[src/hw/rtl/sfv_pkg.sv]
`timescale 1ns / 1ps
// Package for the record validator with the Fletcher-16 check.
// It holds the field widths, the header layout and the configuration register indexes.
// It has no dependencies.
package sfv_pkg;

    localparam int unsigned HEADER_BYTES_DEF = 32;
    localparam int unsigned POS_W = 21;
    localparam int unsigned CFG_DATA_W = 32;
    localparam int unsigned CFG_IDX_W = 2;
    localparam int unsigned WORD_W = 32;
    localparam int unsigned SUM_W = 8;
    localparam logic [SUM_W-1:0] FLETCHER_MOD = 8'd255;

    typedef enum logic [CFG_IDX_W-1:0] {
        CFG_MAGIC   = 2'd0,
        CFG_VERSION = 2'd1,
        CFG_LENGTH  = 2'd2
    } cfg_index_t;

    typedef enum logic [1:0] {
        HDR_MAGIC    = 2'd0,
        HDR_VERSION  = 2'd1,
        HDR_LENGTH   = 2'd2,
        HDR_CHECKSUM = 2'd3
    } hdr_word_t;

    // Adds two values modulo 255; the first is below 255 and the second at most 255.
    function automatic logic [SUM_W-1:0] mod255_add(input logic [SUM_W-1:0] a,
                                                    input logic [SUM_W-1:0] b);
        logic [SUM_W:0] s;
        s = {1'b0, a} + {1'b0, b};
        if (s >= {1'b0, FLETCHER_MOD})
        begin
            s = s - {1'b0, FLETCHER_MOD};
        end
        return s[SUM_W-1:0];
    endfunction

endpackage

[src/hw/rtl/superblock_fletcher16_validator_unit.sv]
`timescale 1ns / 1ps
// The verdict is registered and shown in the cycle after the byte marked last is accepted.
// Throughput: one byte per cycle. The input stalls only when a last byte arrives
// while an earlier verdict is still held and stalled at the output.
// The position counter, the Fletcher sums and the header capture registers are
// updated in a single register stage. Reset clears all of them, the configuration
// registers and the output valid flag.
module superblock_fletcher16_validator_unit #(
    parameter int unsigned HEADER_BYTES = sfv_pkg::HEADER_BYTES_DEF
) (
    input  logic                            clk,
    input  logic                            rst_n,
    input  logic                            cfg_wr_en,
    input  logic [sfv_pkg::CFG_IDX_W-1:0]   cfg_index,
    input  logic [sfv_pkg::CFG_DATA_W-1:0]  cfg_data,
    input  logic                            in_valid,
    output logic                            in_stall,
    input  logic [7:0]                      data_byte,
    input  logic                            end_of_record,
    output logic                            out_valid,
    input  logic                            out_stall,
    output logic [15:0]                     computed_sum,
    output logic                            header_match,
    output logic                            sum_match,
    output logic                            record_valid,
    output logic                            stream_short
);

    localparam int unsigned PW = sfv_pkg::POS_W;
    localparam int unsigned WW = sfv_pkg::WORD_W;
    localparam int unsigned SW = sfv_pkg::SUM_W;

    logic [WW-1:0] exp_magic_reg;
    logic [WW-1:0] exp_version_reg;
    logic [PW-1:0] pay_len_reg;

    logic [PW-1:0] pos_reg;
    logic [PW-1:0] pos_next;
    logic [SW-1:0] first_reg;
    logic [SW-1:0] first_next;
    logic [SW-1:0] second_reg;
    logic [SW-1:0] second_next;
    logic [WW-1:0] magic_reg;
    logic [WW-1:0] magic_next;
    logic [WW-1:0] version_reg;
    logic [WW-1:0] version_next;
    logic [WW-1:0] length_reg;
    logic [WW-1:0] length_next;
    logic [WW-1:0] checksum_reg;
    logic [WW-1:0] checksum_next;

    logic          out_valid_reg;
    logic [15:0]   sum_reg;
    logic          hdr_reg;
    logic          sm_reg;
    logic          rv_reg;
    logic          short_reg;

    logic          in_accept;
    logic          out_accept;
    logic [PW:0]   end_pos;
    logic          pos_sat;
    logic [15:0]   sum_now;
    logic          hdr_now;
    logic          sm_now;
    logic          short_now;

    assign in_stall   = out_valid_reg && out_stall && end_of_record;
    assign in_accept  = in_valid && !in_stall;
    assign out_accept = out_valid_reg && !out_stall;
    assign end_pos    = (PW+1)'(HEADER_BYTES) + {1'b0, pay_len_reg};
    assign pos_sat    = &pos_reg;

    always_comb
    begin
        pos_next      = pos_reg;
        first_next    = first_reg;
        second_next   = second_reg;
        magic_next    = magic_reg;
        version_next  = version_reg;
        length_next   = length_reg;
        checksum_next = checksum_reg;
        if (!pos_sat)
        begin
            pos_next = pos_reg + PW'(1);
            if (pos_reg < PW'(HEADER_BYTES))
            begin
                if (pos_reg < PW'(16))
                begin
                    unique case (sfv_pkg::hdr_word_t'(pos_reg[3:2]))
                        sfv_pkg::HDR_MAGIC:    magic_next[pos_reg[1:0]*8 +: 8] = data_byte;
                        sfv_pkg::HDR_VERSION:  version_next[pos_reg[1:0]*8 +: 8] = data_byte;
                        sfv_pkg::HDR_LENGTH:   length_next[pos_reg[1:0]*8 +: 8] = data_byte;
                        sfv_pkg::HDR_CHECKSUM: checksum_next[pos_reg[1:0]*8 +: 8] = data_byte;
                        default:               magic_next = magic_reg;
                    endcase
                end
            end
            else if ({1'b0, pos_reg} < end_pos)
            begin
                first_next  = sfv_pkg::mod255_add(first_reg, data_byte);
                second_next = sfv_pkg::mod255_add(second_reg, first_next);
            end
        end
    end

    assign sum_now   = {second_next, first_next};
    assign hdr_now   = (magic_next == exp_magic_reg) && (version_next == exp_version_reg)
                       && (length_next == {{(WW-PW){1'b0}}, pay_len_reg});
    assign sm_now    = checksum_next == {16'd0, sum_now};
    assign short_now = {1'b0, pos_next} < end_pos;

    always_ff @(posedge clk or negedge rst_n)
    begin
        if (!rst_n)
        begin
            exp_magic_reg   <= '0;
            exp_version_reg <= '0;
            pay_len_reg     <= '0;
        end
        else if (cfg_wr_en)
        begin
            unique case (cfg_index)
                sfv_pkg::CFG_MAGIC:   exp_magic_reg   <= cfg_data;
                sfv_pkg::CFG_VERSION: exp_version_reg <= cfg_data;
                sfv_pkg::CFG_LENGTH:  pay_len_reg     <= cfg_data[PW-1:0];
                default:              pay_len_reg     <= pay_len_reg;
            endcase
        end
    end

    always_ff @(posedge clk or negedge rst_n)
    begin
        if (!rst_n)
        begin
            pos_reg      <= '0;
            first_reg    <= '0;
            second_reg   <= '0;
            magic_reg    <= '0;
            version_reg  <= '0;
            length_reg   <= '0;
            checksum_reg <= '0;
        end
        else if (in_accept)
        begin
            if (end_of_record)
            begin
                pos_reg      <= '0;
                first_reg    <= '0;
                second_reg   <= '0;
                magic_reg    <= '0;
                version_reg  <= '0;
                length_reg   <= '0;
                checksum_reg <= '0;
            end
            else
            begin
                pos_reg      <= pos_next;
                first_reg    <= first_next;
                second_reg   <= second_next;
                magic_reg    <= magic_next;
                version_reg  <= version_next;
                length_reg   <= length_next;
                checksum_reg <= checksum_next;
            end
        end
    end

    always_ff @(posedge clk or negedge rst_n)
    begin
        if (!rst_n)
        begin
            out_valid_reg <= 1'b0;
        end
        else if (in_accept && end_of_record)
        begin
            out_valid_reg <= 1'b1;
        end
        else if (out_accept)
        begin
            out_valid_reg <= 1'b0;
        end
    end

    always_ff @(posedge clk)
    begin
        if (in_accept && end_of_record)
        begin
            sum_reg   <= sum_now;
            hdr_reg   <= hdr_now;
            sm_reg    <= sm_now;
            rv_reg    <= hdr_now && sm_now && !short_now;
            short_reg <= short_now;
        end
    end

    assign out_valid    = out_valid_reg;
    assign computed_sum = sum_reg;
    assign header_match = hdr_reg;
    assign sum_match    = sm_reg;
    assign record_valid = rv_reg;
    assign stream_short = short_reg;

    // A last word always produces a verdict in the next cycle.
    a_last_gives_verdict: assert property (@(posedge clk) disable iff (!rst_n)
        in_accept && end_of_record |=> out_valid)
        else $error("verdict missing after last word");

    // The record state is rearmed after every verdict.
    a_rearm: assert property (@(posedge clk) disable iff (!rst_n)
        in_accept && end_of_record |=> pos_reg == '0 && first_reg == '0 && second_reg == '0)
        else $error("record state not rearmed");

    // The Fletcher sums stay proper residues modulo 255.
    a_residue: assert property (@(posedge clk) disable iff (!rst_n)
        first_reg != sfv_pkg::FLETCHER_MOD && second_reg != sfv_pkg::FLETCHER_MOD)
        else $error("Fletcher sum out of range");

    // An overall pass requires every individual check to pass.
    a_valid_consistent: assert property (@(posedge clk) disable iff (!rst_n)
        out_valid && record_valid |-> header_match && sum_match && !stream_short)
        else $error("record_valid inconsistent with flags");

endmodule
[config.mk]
export PLATFORM = sky130hd
export DESIGN_NAME = superblock_fletcher16_validator_unit
export DESIGN_NICKNAME = d
export VERILOG_FILES = /design/src/hw/rtl/sfv_pkg.sv /design/src/hw/rtl/superblock_fletcher16_validator_unit.sv
export SDC_FILE = /design/constraint.sdc
export NUM_CORES = 1
export LEC_CHECK = 0
export ABC_CLOCK_PERIOD_IN_PS = 8000
export BUFFER_PORTS_ARGS = -buffer_cell sky130_fd_sc_hd__buf_2
export CAP_MARGIN = 20
export CORE_AREA = 2 2 249 251
export DETAILED_ROUTE_END_ITERATION = 12
export DIE_AREA = 0 0 251 253
export SYNTH_ARGS = -nofsm -noshare
export SYNTH_HDL_FRONTEND = slang
export SYNTH_SLANG_ARGS = --single-unit
[constraint.sdc]
create_clock -name clk -period 8 [get_ports clk]
set_input_delay 0.4 -clock clk [delete_from_list [all_inputs] [get_ports clk]]
set_output_delay 0.4 -clock clk [all_outputs]
set_load 0.05 [all_outputs]
==> qor.txt, run 1 <==
Status = finished with violations
Violated checks = hold timing
Tcrit/Tclk final = 89.9%
Simple-gate share of the synthesized area = 18.3%
Vias = 16614
Final GP Congestion = 0.973
Area growth, synth to finish = 12.9%
Die H = 253 um
CP top delay family = simple AND/OR/NAND/NOR gates
# hold bufs at CTS = 0
WL final = 66700 um
CP arrival = 7550 ps
CTS clock-pin slew for the worst setup and hold paths = 60 ps
Synth cell types = 86
# rows = 91
Hold WC Path Type = input port to asynchronous set/reset pin
Critical Path Source Type = flop
Synth Flop Type = dfrtp_1
Syn. warnings = 0
Flop2flop setup slack = 810 ps
Leak = 0.00838 uW
Nets = 2108
GRT overflow = 0
DIE AREA = 0.0635 sq mm
Critical path buffers and inverters = 1
Largest net degree at the start of global routing = 116
Core ar. = 0.0610 sq mm
Worst setup EP type = flop
Latest clock arrival within the worst-skew pair = 560 ps
First-pass GRT wire length = 101000 um
Clock skew = 20.8 ps
Slew Viols, Final = 0
Final-report hold violation count = 27
Mux share of post-synthesis cell area = 7.16%
Layout cells sized above 1 = 14.0%
Root buffer cell = clkbuf_16
Vias in the first global route = 16217
Final min period = 7190 ps
Number of synthesized flops with an enable pin = 20
CTS Buf Count = 35
Mean Syn Cell Area = 9.10 sq um
Initial antenna violation count = 3
Unrepaired setup endpoints after global routing = false
Port-buffer cells = 69
Relative slew margins = 33.3%
Post-DRT Antenna Nets = 0
Xor and xnor fraction of the mapped netlist area = 5.73%
Gr usage total = 20.8%
FFs w/ async S/R, synth = 92.6%
Clock Sink Count = 271
Cells along the critical path = ha_1, fa_1, xor2_1, o21ai_0, nor4b_1, and3_1, a31o_2, mux2i_1, inv_1, ha_1, a211oi_1, nor2_1, nor3_1, nand3_1, or4b_2, and3_1, a2111o_1, a32oi_1, nand4_1, nor4_2
# resized after CTS = 0
Power per cell area = 313 mW/mm^2
CP max stage delay = 830 ps
DP Wirelength = 48700 um
Initial Util = 29.5%
H-tree Lvls = 2
CP required = 8360 ps
Main combinational cell family by area after synthesis = compound AO/OA/AOI/OAI gates
Peak fanout along the critical path = 7
Seq/Total Area, Yosys = 38.2%
Fmax = 0.139 GHz
Post-CTS Setup Bufs = 0
Avg WL per Cell = 23.8 um
DR iter-0 viols = 1664
Syn Inst Count = 1980
Mapped cell area = 0.0180 sq mm
1st-pass router iterations = 6
Flops & latches, synth = 271
Compound-Gate Fraction of Synth Area = 21.8%
Length in cells of the worst reg-to-reg path = 20
# IOs = 70
CTS tree = yes
IR drop worst, VDD = 0.133 mV
Post-Syn Nets = 2096
Max Cap Viol = 0
Critical path's slowest cell = nor4b_1
Vias per cell = 5.92
# setup viols final = 0
Setup TNS = 0 ps
WS Path Type = flop to flop
Chip width = 251 um
Clock buffer depth = 3
RR Endpoint = record_valid
Hold slack = -75.5 ps
Residual DRC = 0
Worst-Margin Slew = 1000 ps
Reg2Reg Launch Point = first_reg[0]
Synth Area in Adders = 4.80%
==> cells in the final DEF, fill, tap and decap left out, types with 10 or more instances in the layout <==
cell / netlist / routed
a21oi_1: 66 / 66
and2_1: 18 / 18
edfxtp_1: 20 / 20
nor4_1: 22 / 22
xnor2_1: 72 / 72
ha_1: 66 / 66
o211ai_1: 17 / 17
nand2_1: 211 / 211
o21ai_0: 210 / 210
inv_1: 57 / 57
mux2_2: 88 / 88
nand3b_1: 10 / 10
a22o_1: 26 / 26
and3_1: 22 / 22
a211oi_1: 16 / 16
a21boi_0: 35 / 35
nand2b_1: 13 / 12
nand3_1: 61 / 61
dfrtp_1: 251 / 251
xor2_1: 46 / 46
a21o_1: 25 / 25
mux2i_1: 30 / 30
o22ai_1: 34 / 34
buf_2: 12 / 67
a22oi_1: 80 / 80
clkbuf_16: 0 / 35
nor3_1: 51 / 51
nor2_1: 72 / 70
nor2b_1: 11 / 11
buf_4: 1 / 29
nand4_1: 42 / 42
==> area by class of cell <==
cell class	count	area, sq um
fill	6299	40700
multi-input combinational	1527	10400
sequential	271	6880
tap	790	988
clock buffer	42	922
timing repair buffer	99	593
clock inverter	19	304
inverter	58	218
antenna	2	5.00
==> how the worst max path moves through the flow <==
stage | startpoint | to | slack, ps | depth (start not counted)
finish | first_reg[0] | record_valid | 810 | 20
global route | first_reg[0] | sum_match | 90 | 20
CTS | first_reg[0] | record_valid | 860 | 20
detailed placement | data_byte[0] | record_valid | 760 | 21
global placement | data_byte[0] | sum_match | 920 | 21
floorplan | first_reg[0] | sum_match | 1900 | 20
==> cells by family (layout without fill, tap and decap cells) <==
| logic type | Yosys count | in the layout |
|---|---|---|
| simple gates | 621 | 621 |
| compound gates | 602 | 602 |
| flops | 271 | 271 |
| buf+inv | 182 | 218 |
| xor+xnor | 118 | 118 |
| mux | 118 | 118 |
| fa+ha+maj | 68 | 68 |
| other cells | 0 | 2 |
==> metrics by stage <==
stage | instance area (sq um) | util, % | power, uW | setup slack (ps) | std cells
after floorplan | 18000 | - | 3760 | 1900 | 1980
after global placement | 19100 | 31.3 | 4560 | 916 | 2744
after detailed placement | 19100 | 31.3 | 4610 | 762 | 2744
after CTS | 20300 | 33.3 | 6340 | 858 | 2805
after global routing | 20400 | 33.3 | 6710 | 85.6 | 2807
final | 20400 | 33.4 | 6370 | 806 | 2808
==> where the power goes <==
group | internal [uW] | switching (uW) | leakage [uW]
registers | 1680 | 318 | 0.00347
logic | 982 | 1680 | 0.00432
clock network | 1050 | 656 | 0.000594
total | 3710 | 2660 | 0.00838
==> cells in the mapped netlist (6+ instances only) <==
cell | instances | area, sq um
a211oi_1 | 16 | 120
a21boi_0 | 35 | 263
a21o_1 | 25 | 188
a21oi_1 | 66 | 330
a22o_1 | 26 | 228
a22oi_1 | 80 | 601
a31oi_1 | 7 | 43.8
and2_1 | 18 | 113
and3_1 | 22 | 138
and4_1 | 6 | 52.6
buf_1 | 7 | 26.3
buf_2 | 12 | 60.1
clkbuf_1 | 101 | 379
dfrtp_1 | 251 | 6280
edfxtp_1 | 20 | 601
ha_1 | 66 | 826
inv_1 | 57 | 214
mux2_2 | 88 | 991
mux2i_1 | 30 | 300
nand2_1 | 211 | 792
nand2b_1 | 13 | 81.3
nand3_1 | 61 | 305
nand3b_1 | 10 | 75.1
nand4_1 | 42 | 263
nor2_1 | 72 | 270
nor2b_1 | 11 | 68.8
nor3_1 | 51 | 255
nor3b_1 | 6 | 45.0
nor4_1 | 22 | 138
nor4bb_1 | 10 | 100
o2111ai_1 | 8 | 70.1
o211a_1 | 6 | 60.1
o211ai_1 | 17 | 128
o21a_1 | 8 | 60.1
o21ai_0 | 210 | 1050
o22ai_1 | 34 | 213
o32a_1 | 6 | 60.1
or2_2 | 7 | 43.8
or3_1 | 8 | 50.1
or4_1 | 8 | 60.1
xnor2_1 | 72 | 631
xor2_1 | 46 | 403
==> metal layers <==
| layer | vias up | GRT usage (%) | wire [um] |
|---|---|---|---|
| met5 | - | 0 | 7 |
| met4 | 2 | 9.66 | 3030 |
| met3 | 177 | 3.57 | 5850 |
| met2 | 840 | 32.0 | 29400 |
| met1 | 8216 | 28.3 | 28500 |
| li1 | 7379 | - | - |
Power figures use the tool's default switching activity.
==> run 2, diff against run 1 <==
ABC_AREA = 1   (was unset)
CORE_AREA = 2 2 241 243   (was 2 2 249 251)
DIE_AREA = 0 0 243 245   (was 0 0 251 253)
==> run 2 against run 1 <==
Clock power fell by 9%. Register-to-register slack improved by 1600 ps. Utilization rose by 0.19 points. Combinational power fell by 73%. The flow now finishes without violations. Area after synthesis fell by 6.4%. Design area fell by 6.0%. Highest routed layer is now met4. Cell count rose by 13%. Sequential share of layout area rose by 2.2 points. Non-clock buffer count fell by 19. Critical path depth rose by 12. Total power fell by 39%.
==> qor.txt, run 2 <==
Residual DRC = 0 (unchanged)
Most common cell in the netlist = nand2_1
Nets = 2499 (+19%)
First-pass GRT wire length = 77000 um (-24%)
Final min period = 5590 ps (-1610 ps)
Max Cap Viol = 0 (unchanged)
GRT overflow = 0 (unchanged)
Post-DRT Antenna Nets = 0 (unchanged)
CP required = 8390 ps (+30 ps)
Pre-CTS WS = 2400 ps (+1640 ps)
CP arrival = 5970 ps (-1580 ps)
Unrepaired setup endpoints after global routing = false
Final-report hold violation count = 0 (-100%)
Commonest cells in the netlist = nand2_1, inv_1, dfrtp_1, o21ai_0, nor2_1
Final GP Congestion = 0.900 (-7.4%)
Chip width = 243 um (-3.2%)
Die H = 245 um (-3.2%)
FFs w/ async S/R, synth = 92.6% (unchanged)
DIE AREA = 0.0595 sq mm (-6.2%)
# IOs = 70 (unchanged)
Tcrit/Tclk final = 69.8% (-20 points)
Ant diodes = 0 (-2)
Vias = 14907 (-10%)
Final core utilization = 33.5% (+0.19 points)
# rows = 88 (-3.3%)
DP Wirelength = 35000 um (-28%)
Final Instance Count excl. Fillers = 3171 (+13%)
Power per cell area = 201 mW/mm^2 (-36%)
Flops & latches, synth = 271 (unchanged)
Critical path's slowest cell = fa_1
Share of the synthesized area in the top cell type = 37.2% (+2.4 points)
WS Path Type = flop to flop
Vias per cell = 4.70 (-21%)
Relative slew margins = 23.1% (-10 points)
CTS clock-pin slew for the worst setup and hold paths = 60 ps (about the same)
Vias in the first global route = 13923 (-14%)
Initial Util = 29.6% (+0.039 points)
Worst-Margin Slew = 1150 ps (+144 ps)
Synth Flop Type = dfrtp_1
IR drop worst, VDD = 0.144 mV (+8.1%)
Core ar. = 0.0570 sq mm (-6.5%)
Mapped cell area = 0.0169 sq mm (-6.4%)
Clock skew = 19.8 ps (-0.937 ps)
Commonest non-fill, non-tap cell in the layout = nand2_1
Layout cells sized above 1 = 7.69% (-6.3 points)
# setup viols final = 0 (unchanged)
Fmax = 0.179 GHz (+29%)
Inst Count DP = 3110 (+13%)
Yosys top cell by area = dfrtp_1
CP max stage delay = 570 ps (-260 ps)
Area growth, synth to finish = 13.4%
Critical Path Source Type = flop
Synth cell types = 43 (-50%)
H-tree Lvls = 2 (unchanged)
Syn. warnings = 0 (unchanged)
Initial antenna violation count = 0 (-3)
CTS tree = yes
Root buffer cell = clkbuf_16
Status = finished clean
Port-buffer cells = 69 (unchanged)
Number of synthesized flops with an enable pin = 20 (unchanged)
Clock buffer depth = 3 (unchanged)
1st-pass router iterations = 5 (-1)
Post-CTS Setup Bufs = 0 (unchanged)
Clock Sink Count = 271 (unchanged)
Leak = 0.00965 uW (+15%)
Hold WC Path Type = input port to flop
Mean Syn Cell Area = 7.22 sq um (-21%)
CTS Buf Count = 34 (-2.9%)
Avg WL per Cell = 15.2 um (-36%)
Commonest non-fill, non-tap cells in the layout = nand2_1, inv_1, dfrtp_1
Gr usage total = 16.2% (-4.5 points)
Largest net degree at the start of global routing = 179 (+54%)
DR iter-0 viols = 1088 (-35%)
Syn Inst Count = 2336 (+18%)
Top post-synthesis cells by area = dfrtp_1, nand2_1, inv_1
WL final = 48000 um (-28%)
Slew Viols, Final = 0 (unchanged)
Worst setup EP type = flop
Setup TNS = 0 ps (unchanged)
Post-Syn Nets = 2452 (+17%)
Peak fanout along the critical path = 9 (+2)
Seq/Total Area, Yosys = 40.8% (+2.6 points)
Latest clock arrival within the worst-skew pair = 550 ps (about the same)
Final WS setup = 2410 ps (+1610 ps)
-- run 2: cell count changes in the layout (fill, tap and decap cells not counted), sizes merged, moves of 34 or more --
cell / change
a21boi: -34
a22oi: -80
inv: +353
mux2: -88
nand2: +464
nor2: +91
o21ai: +61
o22ai: +68
xnor2: -45
-- run 2: where the power goes --
part	internal [uW]	switching, uW
clock	941	611
combinational	239	488
sequential	1490	85.6
-- run 2: kinds of logic after synthesis --
kind of cell	after synthesis	synth area share, %
xor+xnor	70	3.64
compound gates	449	14.7
fa+ha+maj	68	5.13
simple gates	999	24.8
buf+inv	479	10.9
flops	271	40.8
-- run 2: path summary, 6_finish.rpt --
check                                   from                end  cells past startpoint  slack, ps
setup / recovery                first_reg[0]       record_valid                     32       2410
min in group asynchronous              rst_n   exp_magic_reg[2]                      2        440
hold / removal                  cfg_data[31]  exp_magic_reg[31]                      3        120
max in group asynchronous              rst_n      second_reg[4]                      3       6130
hold reg to reg            exp_magic_reg[18]  exp_magic_reg[18]                      2        480
setup reg to reg                first_reg[0]       record_valid                     32       2410
-- run 2: per-layer routing --
metal | up-vias | track usage (%) | share of wire [%]
met5 | - | 0 | 0
met4 | 0 | 5.85 | 3.2
met3 | 90 | 3.25 | 6.3
met2 | 362 | 23.7 | 41
met1 | 6862 | 23.6 | 50
li1 | 7593 | - | -
-- run 2: area by class of cell --
type	count	area, sq um
fillers	6181	37900
clock buffers	46	957
multi-input cells	1586	8170
flip-flops and latches	271	6880
well taps	765	957
inverters	410	1550
repair buffers	80	450
clock inverters	13	169
-- run 2: timing repair --
item / 4_1_cts / 5_1_grt
hold buffers: 1 / 0
hold endpoints to repair: 73 / 0
gates resized for setup: 0 / 0
-- run 2: per-stage QoR --
step / hold slack [ps] / power (uW) / area (sq um)
after detailed placement: 431 / 2320 / 18000
after CTS: 92.1 / 3890 / 19100
after global placement: 433 / 2310 / 18000
after floorplan: 104 / 2090 / 16900
after global routing: 131 / 4070 / 19100
final: 116 / 3850 / 19100
-- run 2: worst max-delay path, delay by kind of cell, from the launching register on --
kind	cells	cell delay [ps]
adder cells (fa/ha/maj)	6	1790
buffers and inverters	4	250
flip-flops	1	390
AND/OR/NAND/NOR	22	3000
==> run 3, diff against run 2 <==
ABC_AREA = 0   (was 1)
ABC_CLOCK_PERIOD_IN_PS = 4600   (was 8000)
CORE_AREA = 2 2 249 251   (was 2 2 241 243)
DIE_AREA = 0 0 251 253   (was 0 0 243 245)
clock period = 4.6 ns   (was 8 ns; I/O delays follow)
==> run 3 against run 2 <==
The flow now finishes with violations (setup timing). Via count rose by 18%. Highest routed layer unchanged. Combinational power increased to 9.1 times the previous value. First-iteration DRC count rose by 59%. Cell count decreased by 2.2%.
==> qor.txt, run 3 (synthesized netlist as in run 1, its figures left out) <==
Status = finished with violations
Violated checks = setup timing
Largest net degree at the start of global routing = 120 (-33%)
Vias = 17663 (+18%)
Final core utilization = 37.8% (+4.2 points)
Leak = 0.00987 uW (+2.3%)
Core ar. = 0.0610 sq mm (+7.0%)
Nets = 2401 (-3.9%)
Clock buffer depth = 3 (unchanged)
CP top delay family = simple AND/OR/NAND/NOR gates
Clock Sink Count = 271 (unchanged)
CP required = 4980 ps (-3410 ps)
Critical path's slowest cell = or4_1
DIE AREA = 0.0635 sq mm (+6.7%)
Relative slew margins = 23.7% (+0.67 points)
Latest clock arrival within the worst-skew pair = 580 ps (+30 ps)
# IOs = 70 (unchanged)
DR iter-0 viols = 1728 (+59%)
CTS Buf Count = 35 (+2.9%)
Gr usage total = 22.3% (+6.1 points)
# setup viols final = 12 (+12)
Worst-Margin Slew = 1130 ps (-16.6 ps)
Final GP Congestion = 0.996 (+11%)
1st-pass router iterations = 5 (unchanged)
Power per cell area = 566 mW/mm^2 (+180%)
CTS clock-pin slew for the worst setup and hold paths = 60 ps (about the same)
H-tree Lvls = 2 (unchanged)
Peak fanout along the critical path = 5 (-4)
Hold WC Path Type = input port to flop
Area growth, synth to finish = 27.9%
Cells along the critical path = ha_4, fa_2, xor2_2, o21ai_2, nor4b_4, and3_4, a31o_4, mux2i_4, inv_2, ha_4, a211oi_4, or4b_4, o211ai_1, buf_4, nand4_1, o21ai_1, o31ai_2, or4_1, a32oi_2, nand4_1, buf_4, nor4_4
Final-report hold violation count = 0 (unchanged)
Post-DRT Antenna Nets = 0 (unchanged)
DP Wirelength = 54000 um (+54%)
Port-buffer cells = 69 (unchanged)
# rows = 91 (+3.4%)
Final WS setup = -680 ps (-3090 ps)
Commonest non-fill, non-tap cells in the layout = buf_4, dfrtp_1, nand2_1
Critical path buffers and inverters = 3 (-1)
CP arrival = 5660 ps (-310 ps)
GRT overflow = 0 (unchanged)
Commonest non-fill, non-tap cell in the layout = buf_4
Chip width = 251 um (+3.3%)
Vias per cell = 5.69 (+21%)
Avg WL per Cell = 23.1 um (+52%)
IR drop worst, VDD = 0.280 mV (+95%)
Initial Util = 29.5% (-0.039 points)
Clock skew = 28.3 ps (+8.51 ps)
WL final = 71600 um (+49%)
Worst setup EP type = flop
Placed instance area = 0.0211 sq mm (+18%)
CP max stage delay = 520 ps (-50 ps)
Post-route cell area = 0.0231 sq mm (+21%)
CTS tree = yes
Die H = 253 um (+3.3%)
Critical Path Source Type = flop
WS Path Type = flop to flop
Vias in the first global route = 17418 (+25%)
Root buffer cell = clkbuf_16
Ant diodes = 0 (unchanged)
Tcrit/Tclk final = 115% (+45 points)
Slew Viols, Final = 0 (unchanged)
First-pass GRT wire length = 108000 um (+41%)
Final min period = 5280 ps (-307 ps)
Fmax = 0.189 GHz (+5.8%)
Layout cells sized above 1 = 25.6% (+18 points)
Inst Count DP = 2990 (-3.9%)
Unrepaired setup endpoints after global routing = true
Residual DRC = 0 (unchanged)
Final Instance Count excl. Fillers = 3102 (-2.2%)
Max Cap Viol = 0 (unchanged)
Initial antenna violation count = 0 (unchanged)
run 3: cell types whose count changed in the layout (fill, tap and decap cells not counted), moves of 29 or more:
cell,previous run,this run
a21boi_0,1,35
a22oi_1,0,79
buf_4,8,285
dlygate4sd3_1,1,33
inv_1,392,55
mux2_2,0,86
mux2i_1,0,29
nand2_1,671,211
nor2_1,158,69
o21ai_0,233,198
o22ai_1,102,34
xnor2_1,27,71
run 3: what timing repair did:
item / in CTS / in global routing
buffers inserted: 10 / 5
resized for setup: 23 / 24
pin swaps: 22 / 17
hold buffers: 33 / 0
endpoints found under the hold margin: 200 / 0
endpoints found under the setup margin: 18 / 18
run 3: metal layers:
metal	wire, um	vias up	track usage, %	share of wire (%)
li1	-	7972	-	-
met5	0	-	0	0
met1	30800	8724	29.8	43
met3	5330	196	3.64	7.4
met2	31700	771	35.1	44
met4	3760	0	10.7	5.3
run 3: power breakdown:
group | total [uW] | leakage (uW) | switching, uW | internal [uW]
registers | 3400 | 0.00346 | 480 | 2910
clock network | 3020 | 0.000611 | 1190 | 1840
logic | 6640 | 0.00579 | 3590 | 3050
total | 13100 | 0.00987 | 5260 | 7810
run 3: worst paths after layout:
path / startpoint / endpoint / slack (ps) / depth (start not counted)
setup / recovery: first_reg[0] / record_valid / -680 / 22
setup reg to reg: first_reg[0] / record_valid / -680 / 22
max in group asynchronous: rst_n / pos_reg[10] / 3100 / 3
hold reg to reg: magic_reg[26] / magic_reg[26] / 480 / 2
hold / removal: cfg_data[8] / exp_magic_reg[8] / 40 / 2
min in group asynchronous: rst_n / exp_magic_reg[30] / 330 / 2
run 3: final cells by class:
| cell class | instances | area [sq um] |
|---|---|---|
| flip-flops and latches | 271 | 6880 |
| clock buffers | 50 | 1010 |
| repair buffers | 392 | 2930 |
| multi-input cells | 1527 | 10800 |
| inverters | 58 | 218 |
| fillers | 6160 | 38000 |
| clock inverters | 14 | 239 |
| well taps | 790 | 988 |
run 3: worst reg2reg max path: cells and delay by family (launching register included):
kind / cells / cell delay (ps)
AO/OA/AOI/OAI: 7 / 1060
adder cells (fa/ha/maj): 3 / 820
AND/OR/NAND/NOR: 7 / 1940
XOR/XNOR: 1 / 190
buffers and inverters: 3 / 440
flip-flops: 1 / 420
multiplexers: 1 / 250
run 3: metrics by stage:
step	hold WS (ps)	TNS (ps)	worst slack [ps]	power (uW)
4_1_cts	20.3	-2650	-714	12800
3_5_place_dp	427	-6490	-962	9430
2_1_floorplan	-65.6	-2530	-798	6700
5_1_grt	25.3	-6600	-971	13700
3_3_place_gp	434	-5830	-885	9360
6_report	37.9	-2360	-680	13100
